### config.mk
export PLATFORM = sky130hd
export DESIGN_NAME = path_string_sanitizer_top
export DESIGN_NICKNAME = d
export VERILOG_FILES = /design/src/sv/pss_pkg.sv /design/src/sv/pss_ram.sv /design/src/sv/pss_ctrl.sv /design/src/sv/pss_dp.sv /design/src/sv/path_string_sanitizer_top.sv
export SDC_FILE = /design/constraint.sdc
export NUM_CORES = 1
export LEC_CHECK = 0
export ABC_CLOCK_PERIOD_IN_PS = 7500
export BUFFER_PORTS_ARGS = -buffer_cell sky130_fd_sc_hd__buf_2
export CAP_MARGIN = 10
export CORE_ASPECT_RATIO = 1.2
export CORE_MARGIN = 4
export CORE_UTILIZATION = 49
export DETAILED_ROUTE_END_ITERATION = 10
export PLACE_DENSITY_LB_ADDON = 0.1
export SETUP_SLACK_MARGIN = 0.02
export SLEW_MARGIN = 15
export SYNTH_ARGS = -nofsm -noshare
export SYNTH_HDL_FRONTEND = slang
export SYNTH_HIERARCHICAL = 1
export SYNTH_SLANG_ARGS = --single-unit
### constraint.sdc
create_clock -name clk -period 7.5 [get_ports clk]
set_input_delay 1.5 -clock clk [delete_from_list [all_inputs] [get_ports clk]]
set_output_delay 1.5 -clock clk [all_outputs]
set_load 0.01 [all_outputs]
### src/sv/pss_pkg.sv
// package for the path string sanitizer
// word types, command and status structs, hold buffer sizing, character constants and status codes
// no dependencies
`default_nettype none
package pss_pkg;

  localparam int HOLD_DEPTH = 32;
  localparam int HOLD_AW    = (HOLD_DEPTH > 1) ? $clog2(HOLD_DEPTH) : 1;
  localparam int HOLD_CW    = $clog2(HOLD_DEPTH + 1);

  localparam logic [7:0] CHAR_SPACE     = 8'h20;
  localparam logic [7:0] CHAR_TAB       = 8'h09;
  localparam logic [7:0] CHAR_NUL       = 8'h00;
  localparam logic [7:0] CHAR_BACKSLASH = 8'h5C;
  localparam logic [7:0] CHAR_SLASH     = 8'h2F;

  localparam logic [2:0] ST_OK       = 3'd0;
  localparam logic [2:0] ST_EMPTY    = 3'd1;
  localparam logic [2:0] ST_BAD_UTF8 = 3'd2;
  localparam logic [2:0] ST_NUL      = 3'd3;
  localparam logic [2:0] ST_WS_ONLY  = 3'd4;
  localparam logic [2:0] ST_OVERFLOW = 3'd5;

  typedef struct packed {
    logic [7:0] data_byte;
    logic       byte_present;
    logic       end_of_path;
  } pss_in_t;

  typedef struct packed {
    logic [7:0] out_byte;
    logic       out_byte_valid;
    logic       status_valid;
    logic [2:0] status_code;
    logic       run_last;
  } pss_out_t;

  typedef struct packed {
    logic load;
    logic emit_hold;
    logic emit_byte;
    logic emit_status;
  } pss_cmd_t;

  typedef struct packed {
    logic in_content;
    logic in_end;
    logic item_end;
    logic hold_empty;
    logic flush_last;
    logic slot_free;
  } pss_sts_t;

endpackage
`default_nettype wire

### src/sv/pss_ram.sv
// generic single write port ram with registered read
// no dependencies
`default_nettype none
module pss_ram #(
  parameter int WIDTH = 1,
  parameter int DEPTH = 32,
  localparam int AW   = (DEPTH > 1) ? $clog2(DEPTH) : 1
) (
  input  wire logic             clk,
  input  wire logic             we,
  input  wire logic [AW-1:0]    waddr,
  input  wire logic [WIDTH-1:0] wdata,
  input  wire logic [AW-1:0]    raddr,
  output logic      [WIDTH-1:0] rdata
);

  logic [WIDTH-1:0] mem [DEPTH];

  always_ff @(posedge clk) begin
    if (we) begin
      mem[waddr] <= wdata;
    end
    rdata <= mem[raddr];
  end

endmodule
`default_nettype wire

### src/sv/pss_ctrl.sv
// controller of the path string sanitizer: sequences accept, flush, byte and status
// depends on pss_pkg
`default_nettype none
module pss_ctrl (
  input  wire logic              clk,
  input  wire logic              rst_n,
  input  wire logic              in_valid,
  output logic                   in_ready,
  input  wire pss_pkg::pss_sts_t sts,
  output pss_pkg::pss_cmd_t      cmd
);
  import pss_pkg::*;

  typedef enum logic [2:0] {
    S_IDLE,
    S_FLUSH_RD,
    S_FLUSH_EMIT,
    S_BYTE,
    S_STATUS
  } state_t;

  state_t state_r, state_nxt;

  always_comb begin
    in_ready        = (state_r == S_IDLE);
    cmd             = '0;
    state_nxt       = state_r;
    case (state_r)
      S_IDLE: begin
        cmd.load = in_valid;
        if (in_valid) begin
          if (sts.in_content) begin
            state_nxt = sts.hold_empty ? S_BYTE : S_FLUSH_RD;
          end else if (sts.in_end) begin
            state_nxt = S_STATUS;
          end
        end
      end
      S_FLUSH_RD: begin
        state_nxt = S_FLUSH_EMIT;
      end
      S_FLUSH_EMIT: begin
        cmd.emit_hold = sts.slot_free;
        if (sts.slot_free) begin
          state_nxt = sts.flush_last ? S_BYTE : S_FLUSH_RD;
        end
      end
      S_BYTE: begin
        cmd.emit_byte = sts.slot_free;
        if (sts.slot_free) begin
          state_nxt = sts.item_end ? S_STATUS : S_IDLE;
        end
      end
      S_STATUS: begin
        cmd.emit_status = sts.slot_free;
        if (sts.slot_free) begin
          state_nxt = S_IDLE;
        end
      end
      default: begin
        state_nxt = S_IDLE;
      end
    endcase
  end

  always_ff @(posedge clk) begin
    if (!rst_n) begin
      state_r <= S_IDLE;
    end else begin
      state_r <= state_nxt;
    end
  end

endmodule
`default_nettype wire

### src/sv/pss_dp.sv
// datapath of the path string sanitizer: path flags, whitespace hold buffer,
// utf-8 tracking and the output register; depends on pss_pkg and pss_ram
`default_nettype none
module pss_dp (
  input  wire logic              clk,
  input  wire logic              rst_n,
  input  wire pss_pkg::pss_in_t  in_data,
  output pss_pkg::pss_out_t      out_data,
  output logic                   out_valid,
  input  wire logic              out_ready,
  input  wire logic              cfg_we,
  input  wire logic              cfg_wdata,
  input  wire pss_pkg::pss_cmd_t cmd,
  output pss_pkg::pss_sts_t      sts
);
  import pss_pkg::*;

  logic               convert_r;
  logic [1:0]         cont_r;
  logic               err_r, nul_r, ovf_r, any_r, content_r;
  logic [HOLD_CW-1:0] count_r;
  logic [HOLD_CW-1:0] idx_r;
  logic [7:0]         byte_r;
  logic               end_r;
  logic               out_valid_r;
  pss_out_t           out_r;

  logic               in_ws, hold_full, hold_we, hold_kind;
  logic [2:0]         code;
  logic [7:0]         conv_byte;
  logic [HOLD_CW-1:0] idx_inc;

  assign in_ws     = (in_data.data_byte == CHAR_SPACE) || (in_data.data_byte == CHAR_TAB);
  assign hold_full = (count_r == HOLD_CW'(HOLD_DEPTH));
  assign hold_we   = cmd.load && in_data.byte_present && in_ws && content_r && !hold_full;
  assign idx_inc   = idx_r + 1'b1;

  pss_ram #(
    .WIDTH(1),
    .DEPTH(HOLD_DEPTH)
  ) u_hold (
    .clk  (clk),
    .we   (hold_we),
    .waddr(count_r[HOLD_AW-1:0]),
    .wdata(in_data.data_byte == CHAR_TAB),
    .raddr(idx_r[HOLD_AW-1:0]),
    .rdata(hold_kind)
  );

  always_comb begin
    sts.in_content = in_data.byte_present && !in_ws;
    sts.in_end     = in_data.end_of_path;
    sts.item_end   = end_r;
    sts.hold_empty = (count_r == '0);
    sts.flush_last = (idx_inc == count_r);
    sts.slot_free  = !out_valid_r || out_ready;
  end

  always_comb begin
    if (!any_r) begin
      code = ST_EMPTY;
    end else if (err_r || (cont_r != 2'd0)) begin
      code = ST_BAD_UTF8;
    end else if (nul_r) begin
      code = ST_NUL;
    end else if (!content_r) begin
      code = ST_WS_ONLY;
    end else if (ovf_r) begin
      code = ST_OVERFLOW;
    end else begin
      code = ST_OK;
    end
  end

  assign conv_byte = (convert_r && byte_r == CHAR_BACKSLASH) ? CHAR_SLASH : byte_r;

  // path state
  always_ff @(posedge clk) begin
    if (!rst_n) begin
      convert_r <= 1'b1;
      cont_r    <= 2'd0;
      err_r     <= 1'b0;
      nul_r     <= 1'b0;
      ovf_r     <= 1'b0;
      any_r     <= 1'b0;
      content_r <= 1'b0;
      count_r   <= '0;
      idx_r     <= '0;
    end else begin
      if (cfg_we) begin
        convert_r <= cfg_wdata;
      end
      if (cmd.load && in_data.byte_present) begin
        any_r <= 1'b1;
        if (in_data.data_byte == CHAR_NUL) begin
          nul_r <= 1'b1;
        end
        if (cont_r != 2'd0) begin
          if (in_data.data_byte[7:6] == 2'b10) begin
            cont_r <= cont_r - 2'd1;
          end else begin
            err_r  <= 1'b1;
            cont_r <= 2'd0;
          end
        end else if (!in_data.data_byte[7]) begin
          cont_r <= 2'd0;
        end else if (in_data.data_byte[7:5] == 3'b110) begin
          cont_r <= 2'd1;
        end else if (in_data.data_byte[7:4] == 4'b1110) begin
          cont_r <= 2'd2;
        end else if (in_data.data_byte[7:3] == 5'b11110) begin
          cont_r <= 2'd3;
        end else begin
          err_r <= 1'b1;
        end
        if (in_ws && content_r) begin
          if (hold_full) begin
            ovf_r <= 1'b1;
          end else begin
            count_r <= count_r + 1'b1;
          end
        end
      end
      if (cmd.load) begin
        idx_r <= '0;
      end else if (cmd.emit_hold) begin
        idx_r <= idx_inc;
      end
      if (cmd.emit_byte) begin
        count_r   <= '0;
        content_r <= 1'b1;
      end
      if (cmd.emit_status) begin
        cont_r    <= 2'd0;
        err_r     <= 1'b0;
        nul_r     <= 1'b0;
        ovf_r     <= 1'b0;
        any_r     <= 1'b0;
        content_r <= 1'b0;
        count_r   <= '0;
      end
    end
  end

  // latched item and output register
  always_ff @(posedge clk) begin
    if (!rst_n) begin
      out_valid_r <= 1'b0;
    end else if (cmd.emit_hold || cmd.emit_byte || cmd.emit_status) begin
      out_valid_r <= 1'b1;
    end else if (out_ready) begin
      out_valid_r <= 1'b0;
    end
  end

  always_ff @(posedge clk) begin
    if (cmd.load) begin
      byte_r <= in_data.data_byte;
      end_r  <= in_data.end_of_path;
    end
    if (cmd.emit_hold) begin
      out_r.out_byte       <= hold_kind ? CHAR_TAB : CHAR_SPACE;
      out_r.out_byte_valid <= 1'b1;
      out_r.status_valid   <= 1'b0;
      out_r.status_code    <= ST_OK;
      out_r.run_last       <= 1'b0;
    end else if (cmd.emit_byte) begin
      out_r.out_byte       <= conv_byte;
      out_r.out_byte_valid <= 1'b1;
      out_r.status_valid   <= 1'b0;
      out_r.status_code    <= ST_OK;
      out_r.run_last       <= !end_r;
    end else if (cmd.emit_status) begin
      out_r.out_byte       <= 8'h00;
      out_r.out_byte_valid <= 1'b0;
      out_r.status_valid   <= 1'b1;
      out_r.status_code    <= code;
      out_r.run_last       <= 1'b1;
    end
  end

  assign out_valid = out_valid_r;
  assign out_data  = out_r;

endmodule
`default_nettype wire

### src/sv/path_string_sanitizer_top.sv
// Path string sanitizer. One input word carries one path byte (or none) and an
// end-of-path flag; result words are sanitized bytes followed, at the end of a
// path, by one status word. A content byte first releases every held space or
// tab from the hold buffer, each through a ram read state and an output load
// state, and then loads its own result; a whitespace byte, held or dropped,
// leaves the controller idle. The end of a path adds a state for the status
// word. Each output load waits until the output register is free. All of this runs in
// the controller state machine, one word at a time; a new word is taken as
// soon as it is idle, even while the last result still waits in the output
// register. Byte results are tentative until the status reports ok.
// Depends on pss_pkg, pss_ctrl, pss_dp and pss_ram.
`default_nettype none
module path_string_sanitizer_top (
  input  wire logic             clk,
  input  wire logic             rst_n,
  input  wire logic             in_valid,
  output logic                  in_ready,
  input  wire pss_pkg::pss_in_t in_data,
  output logic                  out_valid,
  input  wire logic             out_ready,
  output pss_pkg::pss_out_t     out_data,
  input  wire logic             cfg_we,
  input  wire logic             cfg_wdata
);
  import pss_pkg::*;

  pss_cmd_t cmd;
  pss_sts_t sts;

  pss_ctrl u_ctrl (
    .clk     (clk),
    .rst_n   (rst_n),
    .in_valid(in_valid),
    .in_ready(in_ready),
    .sts     (sts),
    .cmd     (cmd)
  );

  pss_dp u_dp (
    .clk      (clk),
    .rst_n    (rst_n),
    .in_data  (in_data),
    .out_data (out_data),
    .out_valid(out_valid),
    .out_ready(out_ready),
    .cfg_we   (cfg_we),
    .cfg_wdata(cfg_wdata),
    .cmd      (cmd),
    .sts      (sts)
  );

endmodule
`default_nettype wire

==> results of run 1 <==
layout make-up:
| class | count | area (sq um) |
|---|---|---|
| clock inverter | 7 | 86.3 |
| inverter | 13 | 48.8 |
| tap | 90 | 113 |
| fill | 668 | 3160 |
| multi-input combinational | 251 | 1560 |
| sequential | 80 | 2090 |
| clock buffer | 9 | 124 |
| timing repair buffer | 34 | 178 |
synthesized netlist by cell type, types with 3 or more instances:
cell / n / area share [%]
xnor2_1: 9 / 2.1
nand3_1: 15 / 2.0
o21a_1: 5 / 0.99
o31ai_1: 3 / 0.60
nand2_1: 31 / 3.1
nand4_1: 3 / 0.50
o21ai_0: 9 / 1.2
a22oi_1: 4 / 0.79
clkbuf_1: 6 / 0.60
mux2i_1: 21 / 5.6
xor2_1: 5 / 1.2
a211oi_1: 4 / 0.79
nor2b_1: 7 / 1.2
ha_1: 4 / 1.3
edfxtp_1: 49 / 39
dfxtp_1: 31 / 16
nor3_1: 5 / 0.66
or3b_2: 4 / 0.93
or4_1: 3 / 0.60
nor2_1: 52 / 5.2
nand3b_1: 7 / 1.4
inv_1: 13 / 1.3
nand4b_1: 3 / 0.70
and2_1: 9 / 1.5
a21oi_1: 13 / 1.7
nand2b_1: 6 / 0.99
power by group through the flow:
stage | logic (W) | registers, W | clock network (W)
6_report | 0.000109 | 0.000513 | 0.000339
5_1_grt | 0.000122 | 0.000516 | 0.000366
4_1_cts | 0.000110 | 0.000513 | 0.000347
3_5_place_dp | 0.000109 | 0.000523 | 0
3_3_place_gp | 0.000108 | 0.000522 | 0
2_1_floorplan | 0.0000612 | 0.000529 | 0
sequential cells by signal, indices dropped and copies added (netlist names):
signal             count
u_ctrl/state_r         3
u_dp/any_r             1
u_dp/byte_r            8
u_dp/cont_r            2
u_dp/content_r         1
u_dp/convert_r         1
u_dp/count_r           6
u_dp/end_r             1
u_dp/err_r             1
u_dp/idx_r             6
u_dp/nul_r             1
u_dp/out_data         14
u_dp/out_valid         1
u_dp/ovf_r             1
u_dp/u_hold/mem       32
u_dp/u_hold/rdata      1
per-layer routing:
| layer | GRT usage, % | wire length (microns) | up-vias |
|---|---|---|---|
| li1 | - | - | 1342 |
| met1 | 26.7 | 3810 | 1270 |
| met2 | 25.2 | 3330 | 51 |
| met3 | 4.04 | 273 | 8 |
| met4 | 6.26 | 85 | 0 |
| met5 | 0 | 0 | - |
logic make-up (layout without fill, tap and decap cells):
family	after synthesis	in the layout	share of synthesized area, %
mux	21	21	5.56
buf+inv	24	63	3.41
compound gates	52	52	9.41
simple gates	160	160	21.7
fa+ha+maj	4	4	1.32
xor+xnor	14	14	3.25
flops	80	80	55.4
through the flow:
stage	worst slack, ps	instance area (sq um)	total power, W	hold slack (ps)
final	3680	4200	0.000961	462
after global routing	3530	4200	0.00100	489
after CTS	3710	4200	0.000969	465
after detailed placement	3330	3990	0.000632	444
after global placement	3420	3990	0.000630	437
after floorplan	3680	3780	0.000590	431
critical path: stages:
cell and delay, ps:
buf_2 100, and2_1 460, nand3_1 140, a2111o_1 550, nor2_1 350, or3b_2 590
nor2_1 170
path summary, 6_finish.rpt:
path | start | end | cells past startpoint
min reg2reg | u_dp/out_data[3]$_SDFFE_PP0P_ | u_dp/out_data[3]$_SDFFE_PP0P_ | 2
max reg2reg | u_ctrl/state_r[0]$_SDFFE_PN0P_ | u_dp/u_hold/mem[24]$_DFFE_PP_ | 7
min | u_dp/out_data[3]$_SDFFE_PP0P_ | u_dp/out_data[3]$_SDFFE_PP0P_ | 2
max | in_valid | u_dp/u_hold/mem[24]$_DFFE_PP_ | 7
==> impl_metrics.toml, run 1 <==
[setup_path]
reg2reg_slack_ps = 4190
cp_data_arrival_time_ps = 3870
cp-end-kind = "register"
path_class = "in -> reg"
required_ps = 7560
critPathMaxFanout = 13
startpoint_type = "input port"

[synth]
netlist_area_sq_um = 3780
yosysSeqAreaShare_pct = 55.4
ys_async_sr_fraction_pct = 0
syn_avg_cell_area_sq_um = 10.6
yosysWarnings = 6
ys.flop_type = "edfxtp_1"
ys_types = 53
synth_cells = 355
synth_seq_cells = 80
synth_edf_count = 49
syn-num-nets = 375

[clocking]
cts_tree = "yes"
insertion_delay_ps = 340
cts_setup_buffers = 0
cts_buffers = 9
htree_levels = 3
ctsResizeCount = 0
cts_sinks = 80
cts_root_buf = "clkbuf_8"
clkTransAtPathRegs_ps = 80
cts_hold_repair.buffers = 0
clock_path_buffers = 2

[timing]
hold_violations = 0
skew_ps = 7.59
setup_viol = 0
fmax_mhz = 262
drv_slew = 0
period_share_pct = 50.9
finalCriticalPeriod_ps = 3820
worst_pin_slew_ps = 848
rsz0062_at_grt = "no"
tns_ps = 0
slew_headroom_pct = 43.1

[drt]
final_antenna_net_count = 0
num_vias = 2671
dr.pass1.iters = 4
routedWlPerCell_microns = 15.5
viasPerCell = 5.52
drcViolationCount = 0
totalWireLength_microns = 7510
drt_iter0_drc = 148

[worst_hold_path]
min_path_type = "reg -> reg"

[floorplanning]
start_util_pct = 51.3
core_area_sq_um = 7360
ioPinCount = 32
row_count = 34
die_y_microns = 104
die_area_sq_um = 9180
fp.dieW_microns = 88.2

[placement]
dp_cells = 468
gp_congestion = 0.785
portBuffers = 31
hpwlAfterDp_microns = 5150

[grt]
grt_max_degree = 33
grt.overflow.total = 0
grt_use_total_pct = 17.8
antenna_found_initial = 0
first_global_vias = 2594
grt_pass1_wl_microns = 12700

[power]
power_switching_w = 0.000236
switching_share_pct = 24.6
p_int_w = 0.000725
seq_power_share_pct = 53.3
ir_worst_vdd_v = 0.000163
clock_power_share_pct = 35.3
pwr-share-comb_pct = 11.4
power_density_nw_per_um2 = 229
p_leak_nw = 1.38

[cells_and_area]
layout_commonest_cell = "nor2_1"
instances_no_fill = 484
mostFrequentLayoutCells = "52 x nor2_1, 49 x edfxtp_1, 31 x buf_2, 31 x nand2_1, 31 x dfxtp_1"
antenna_cells = 0
final_layout_size_suffix_gt1_share_pct = 15.7
fin_util_pct = 57.0
fin_nets = 409
syn_to_final_growth_pct = 11.1

[status]
outcome = "completed"

[job]
maxCapViolCount = 0
No activity file was read; power rests on OpenSTA's default activity.
==> run 2, diff against run 1 <==
ABC_AREA = 1   (was default)
ABC_CLOCK_PERIOD_IN_PS = 3900   (was 7500)
clock period = 3.9 ns   (was 7.5 ns; I/O delays follow)
==> run 2 against run 1 <==
Highest routed layer unchanged. Register-to-register slack worse by 2800 ps. Sequential cell count stayed put. Worst hold slack better by 11 ps. Area after synthesis is 5.4% higher. Non-clock buffer count stayed put. Synthesized cell count is 35% higher. Critical endpoint is now u_ctrl/state_r[1]$_SDFFE_PN0P_. Critical path type is now reg -> reg. Critical path depth is 5 higher. Combinational power grew to 2.7 times the previous value. Clock-buffer cell count is 5 higher. Global-route usage is 1.9 points higher.
==> impl_metrics.toml, run 2 <==
[clocking]
clkTransAtPathRegs_ps = 80
insertion_delay_ps = 350
htree_levels = 3
ctsResizeCount = 0
cts_sinks = 80
cts_buffers = 9
cts_setup_buffers = 0
cts_hold_repair.buffers = 0
clock_path_buffers = 2
cts_tree = "yes"
cts_root_buf = "clkbuf_8"

[synth]
netlist_area_sq_um = 3980
syn_avg_cell_area_sq_um = 8.28
synth_cells = 481
synth_edf_count = 49
ys_async_sr_fraction_pct = 0
synth_area_leaders = "edfxtp_1 37%, dfxtp_1 16%, nand2_1 10%"
syn-num-nets = 501
yosysTopAreaCell = "edfxtp_1"
synth_seq_cells = 80
yosysWarnings = 6
synth.most_common_cell = "nand2_1"
ys.flop_type = "edfxtp_1"
yosysSeqAreaShare_pct = 52.5
ys_types = 32
synth_common_cells = "106 x nand2_1, 70 x nor2_1, 66 x inv_1"
netlist.area_leader.share_pct = 36.9

[worst_hold_path]
min_path_type = "reg -> reg"
hold_start = "u_dp/out_data[5]$_SDFFE_PP1P_"
holdPathStages = 2
min_to = "u_dp/out_data[5]$_SDFFE_PP1P_"

[floorplanning]
core_area_sq_um = 7790
start_util_pct = 51.1
die_y_microns = 107
fp.dieW_microns = 90.3
die_area_sq_um = 9640
row_count = 35
ioPinCount = 32

[placement]
pre_cts_ws_ps = 1210
gp_congestion = 0.841
portBuffers = 31
hpwlAfterDp_microns = 6720

[power]
ir_worst_vdd_v = 0.000323
power_w = 0.00192
p_leak_nw = 1.82
power_density_nw_per_um2 = 437

[setup_path]
slowest_delay_ps = 910
path_class = "reg -> reg"
critPathMaxFanout = 21
required_ps = 4180
crit_chain = "ha_1 > inv_1 > nand2_1 > nand2_1 > xnor2_1 > nor2_1 > nand3_1 > nor2_1 > nand3_1 > nand3_1 > a21oi_1 > nor2_1"
cp_data_arrival_time_ps = 2740
startpoint_type = "register"
reg2reg_slack_ps = 1440
rr_worst_depth = 12
r2r_end = "u_ctrl/state_r[1]$_SDFFE_PN0P_"
critPathBufInv = 1
crit_family = "flip-flops"
cp-end-kind = "register"
cpMaxStageDelayCell = "dfxtp_1"
r2r_start = "u_dp/idx_r[0]$_SDFFE_PP0P_"

[timing]
drv_slew = 0
finalCriticalPeriod_ps = 2460
hold_violations = 0
setup_viol = 0
tns_ps = 0
slew_headroom_pct = 40.8
setup_ws_ps = 1440
rsz0062_at_grt = "no"
skew_ps = 14.2
fmax_mhz = 406
worst_pin_slew_ps = 886
period_share_pct = 63.2

[cells_and_area]
syn_to_final_growth_pct = 10.3
largest-register = "u_dp/u_hold/mem"
largest_reg_flops = 32
layout_commonest_cell = "nand2_1"
antenna_cells = 0
mostFrequentLayoutCells = "106 x nand2_1, 70 x nor2_1, 66 x inv_1, 54 x nand3_1, 49 x edfxtp_1"
final_layout_size_suffix_gt1_share_pct = 13.8
fin_nets = 537
nFillCells = 743

[grt]
grt_pass1_wl_microns = 15000
first_global_vias = 3075
grt_max_degree = 33
grt.overflow.total = 0
antenna_found_initial = 0
grt_use_total_pct = 19.8

[status]
outcome = "completed"

[drt]
totalWireLength_microns = 8950
viasPerCell = 5.23
routedWlPerCell_microns = 14.6
final_antenna_net_count = 0
dr.pass1.iters = 5
num_vias = 3211
drcViolationCount = 0
drt_iter0_drc = 154

[job]
maxCapViolCount = 0
[run 2: cell count changes after synthesis, sizes merged, moves of 9 or more]
cell	before	now
nor2	53	77
inv	13	72
mux2i	21	0
and2	9	0
nand2	31	115
o21ai	9	21
nand3	15	56
[run 2: logic make-up (layout without fill, tap and decap cells)]
| logic type | count (synthesis) | after routing | share of synthesized area, % |
|---|---|---|---|
| AO/OA/AOI/OAI | 44 | 44 | 5.94 |
| XOR/XNOR | 7 | 7 | 1.54 |
| adder cells (fa/ha/maj) | 4 | 4 | 1.26 |
| buffers and inverters | 81 | 122 | 9.02 |
| flip-flops | 80 | 80 | 52.5 |
| AND/OR/NAND/NOR | 265 | 265 | 29.7 |
[run 2: final cells by class]
type	count	area, sq um	area share (%)
timing repair buffer	34	178	4.04
sequential	80	2090	47.6
multi-input combinational	320	1530	34.9
clock inverter	2	37.5	0.854
inverter	72	275	6.27
clock buffer	14	164	3.73
tap	92	115	2.62
[run 2: worst min-delay path: cells and delay by family, from the launching register on]
kind                   cells  cell delay (ps)
DFF                        1              320
AOI/OAI and AO/OA          1               60
buffers and inverters      1               40
[run 2: per-layer routing]
metal,up-vias,routed length (microns),track usage (%)
met5,-,0,0
met3,15,310,2.81
met4,0,199,9.41
met2,63,4670,35.6
met1,1501,3770,23.2
li1,1632,-,-
[run 2: stage by stage]
| step | cells | util, % | hold WS [ps] | instance area, sq um |
|---|---|---|---|---|
| floorplan | 481 | - | 441 | 3980 |
| global placement | 598 | 53.8 | 455 | 4190 |
| detailed placement | 598 | 53.8 | 451 | 4190 |
| CTS | 614 | 56.4 | 472 | 4390 |
| global route | 614 | 56.4 | 499 | 4390 |
| finish | 614 | 56.4 | 472 | 4390 |
[run 2: worst max-delay path by stage]
stage / startpoint / endpoint / cells after the start
after floorplan: in_valid / u_dp/u_hold/mem[11]$_DFFE_PP_ / 8
after global placement: in_valid / u_dp/u_hold/mem[14]$_DFFE_PP_ / 10
after detailed placement: in_valid / u_dp/u_hold/mem[30]$_DFFE_PP_ / 10
after CTS: u_dp/idx_r[0]$_SDFFE_PP0P_ / u_ctrl/state_r[1]$_SDFFE_PN0P_ / 12
after global routing: u_dp/idx_r[0]$_SDFFE_PP0P_ / u_ctrl/state_r[1]$_SDFFE_PN0P_ / 12
final: u_dp/idx_r[0]$_SDFFE_PP0P_ / u_ctrl/state_r[1]$_SDFFE_PN0P_ / 12
[run 2: power by group]
group | internal (W) | switching, W
combinational | 0.000104 | 0.000186
sequential | 0.000961 | 0.0000435
clock | 0.000337 | 0.000289
total | 0.00140 | 0.000518
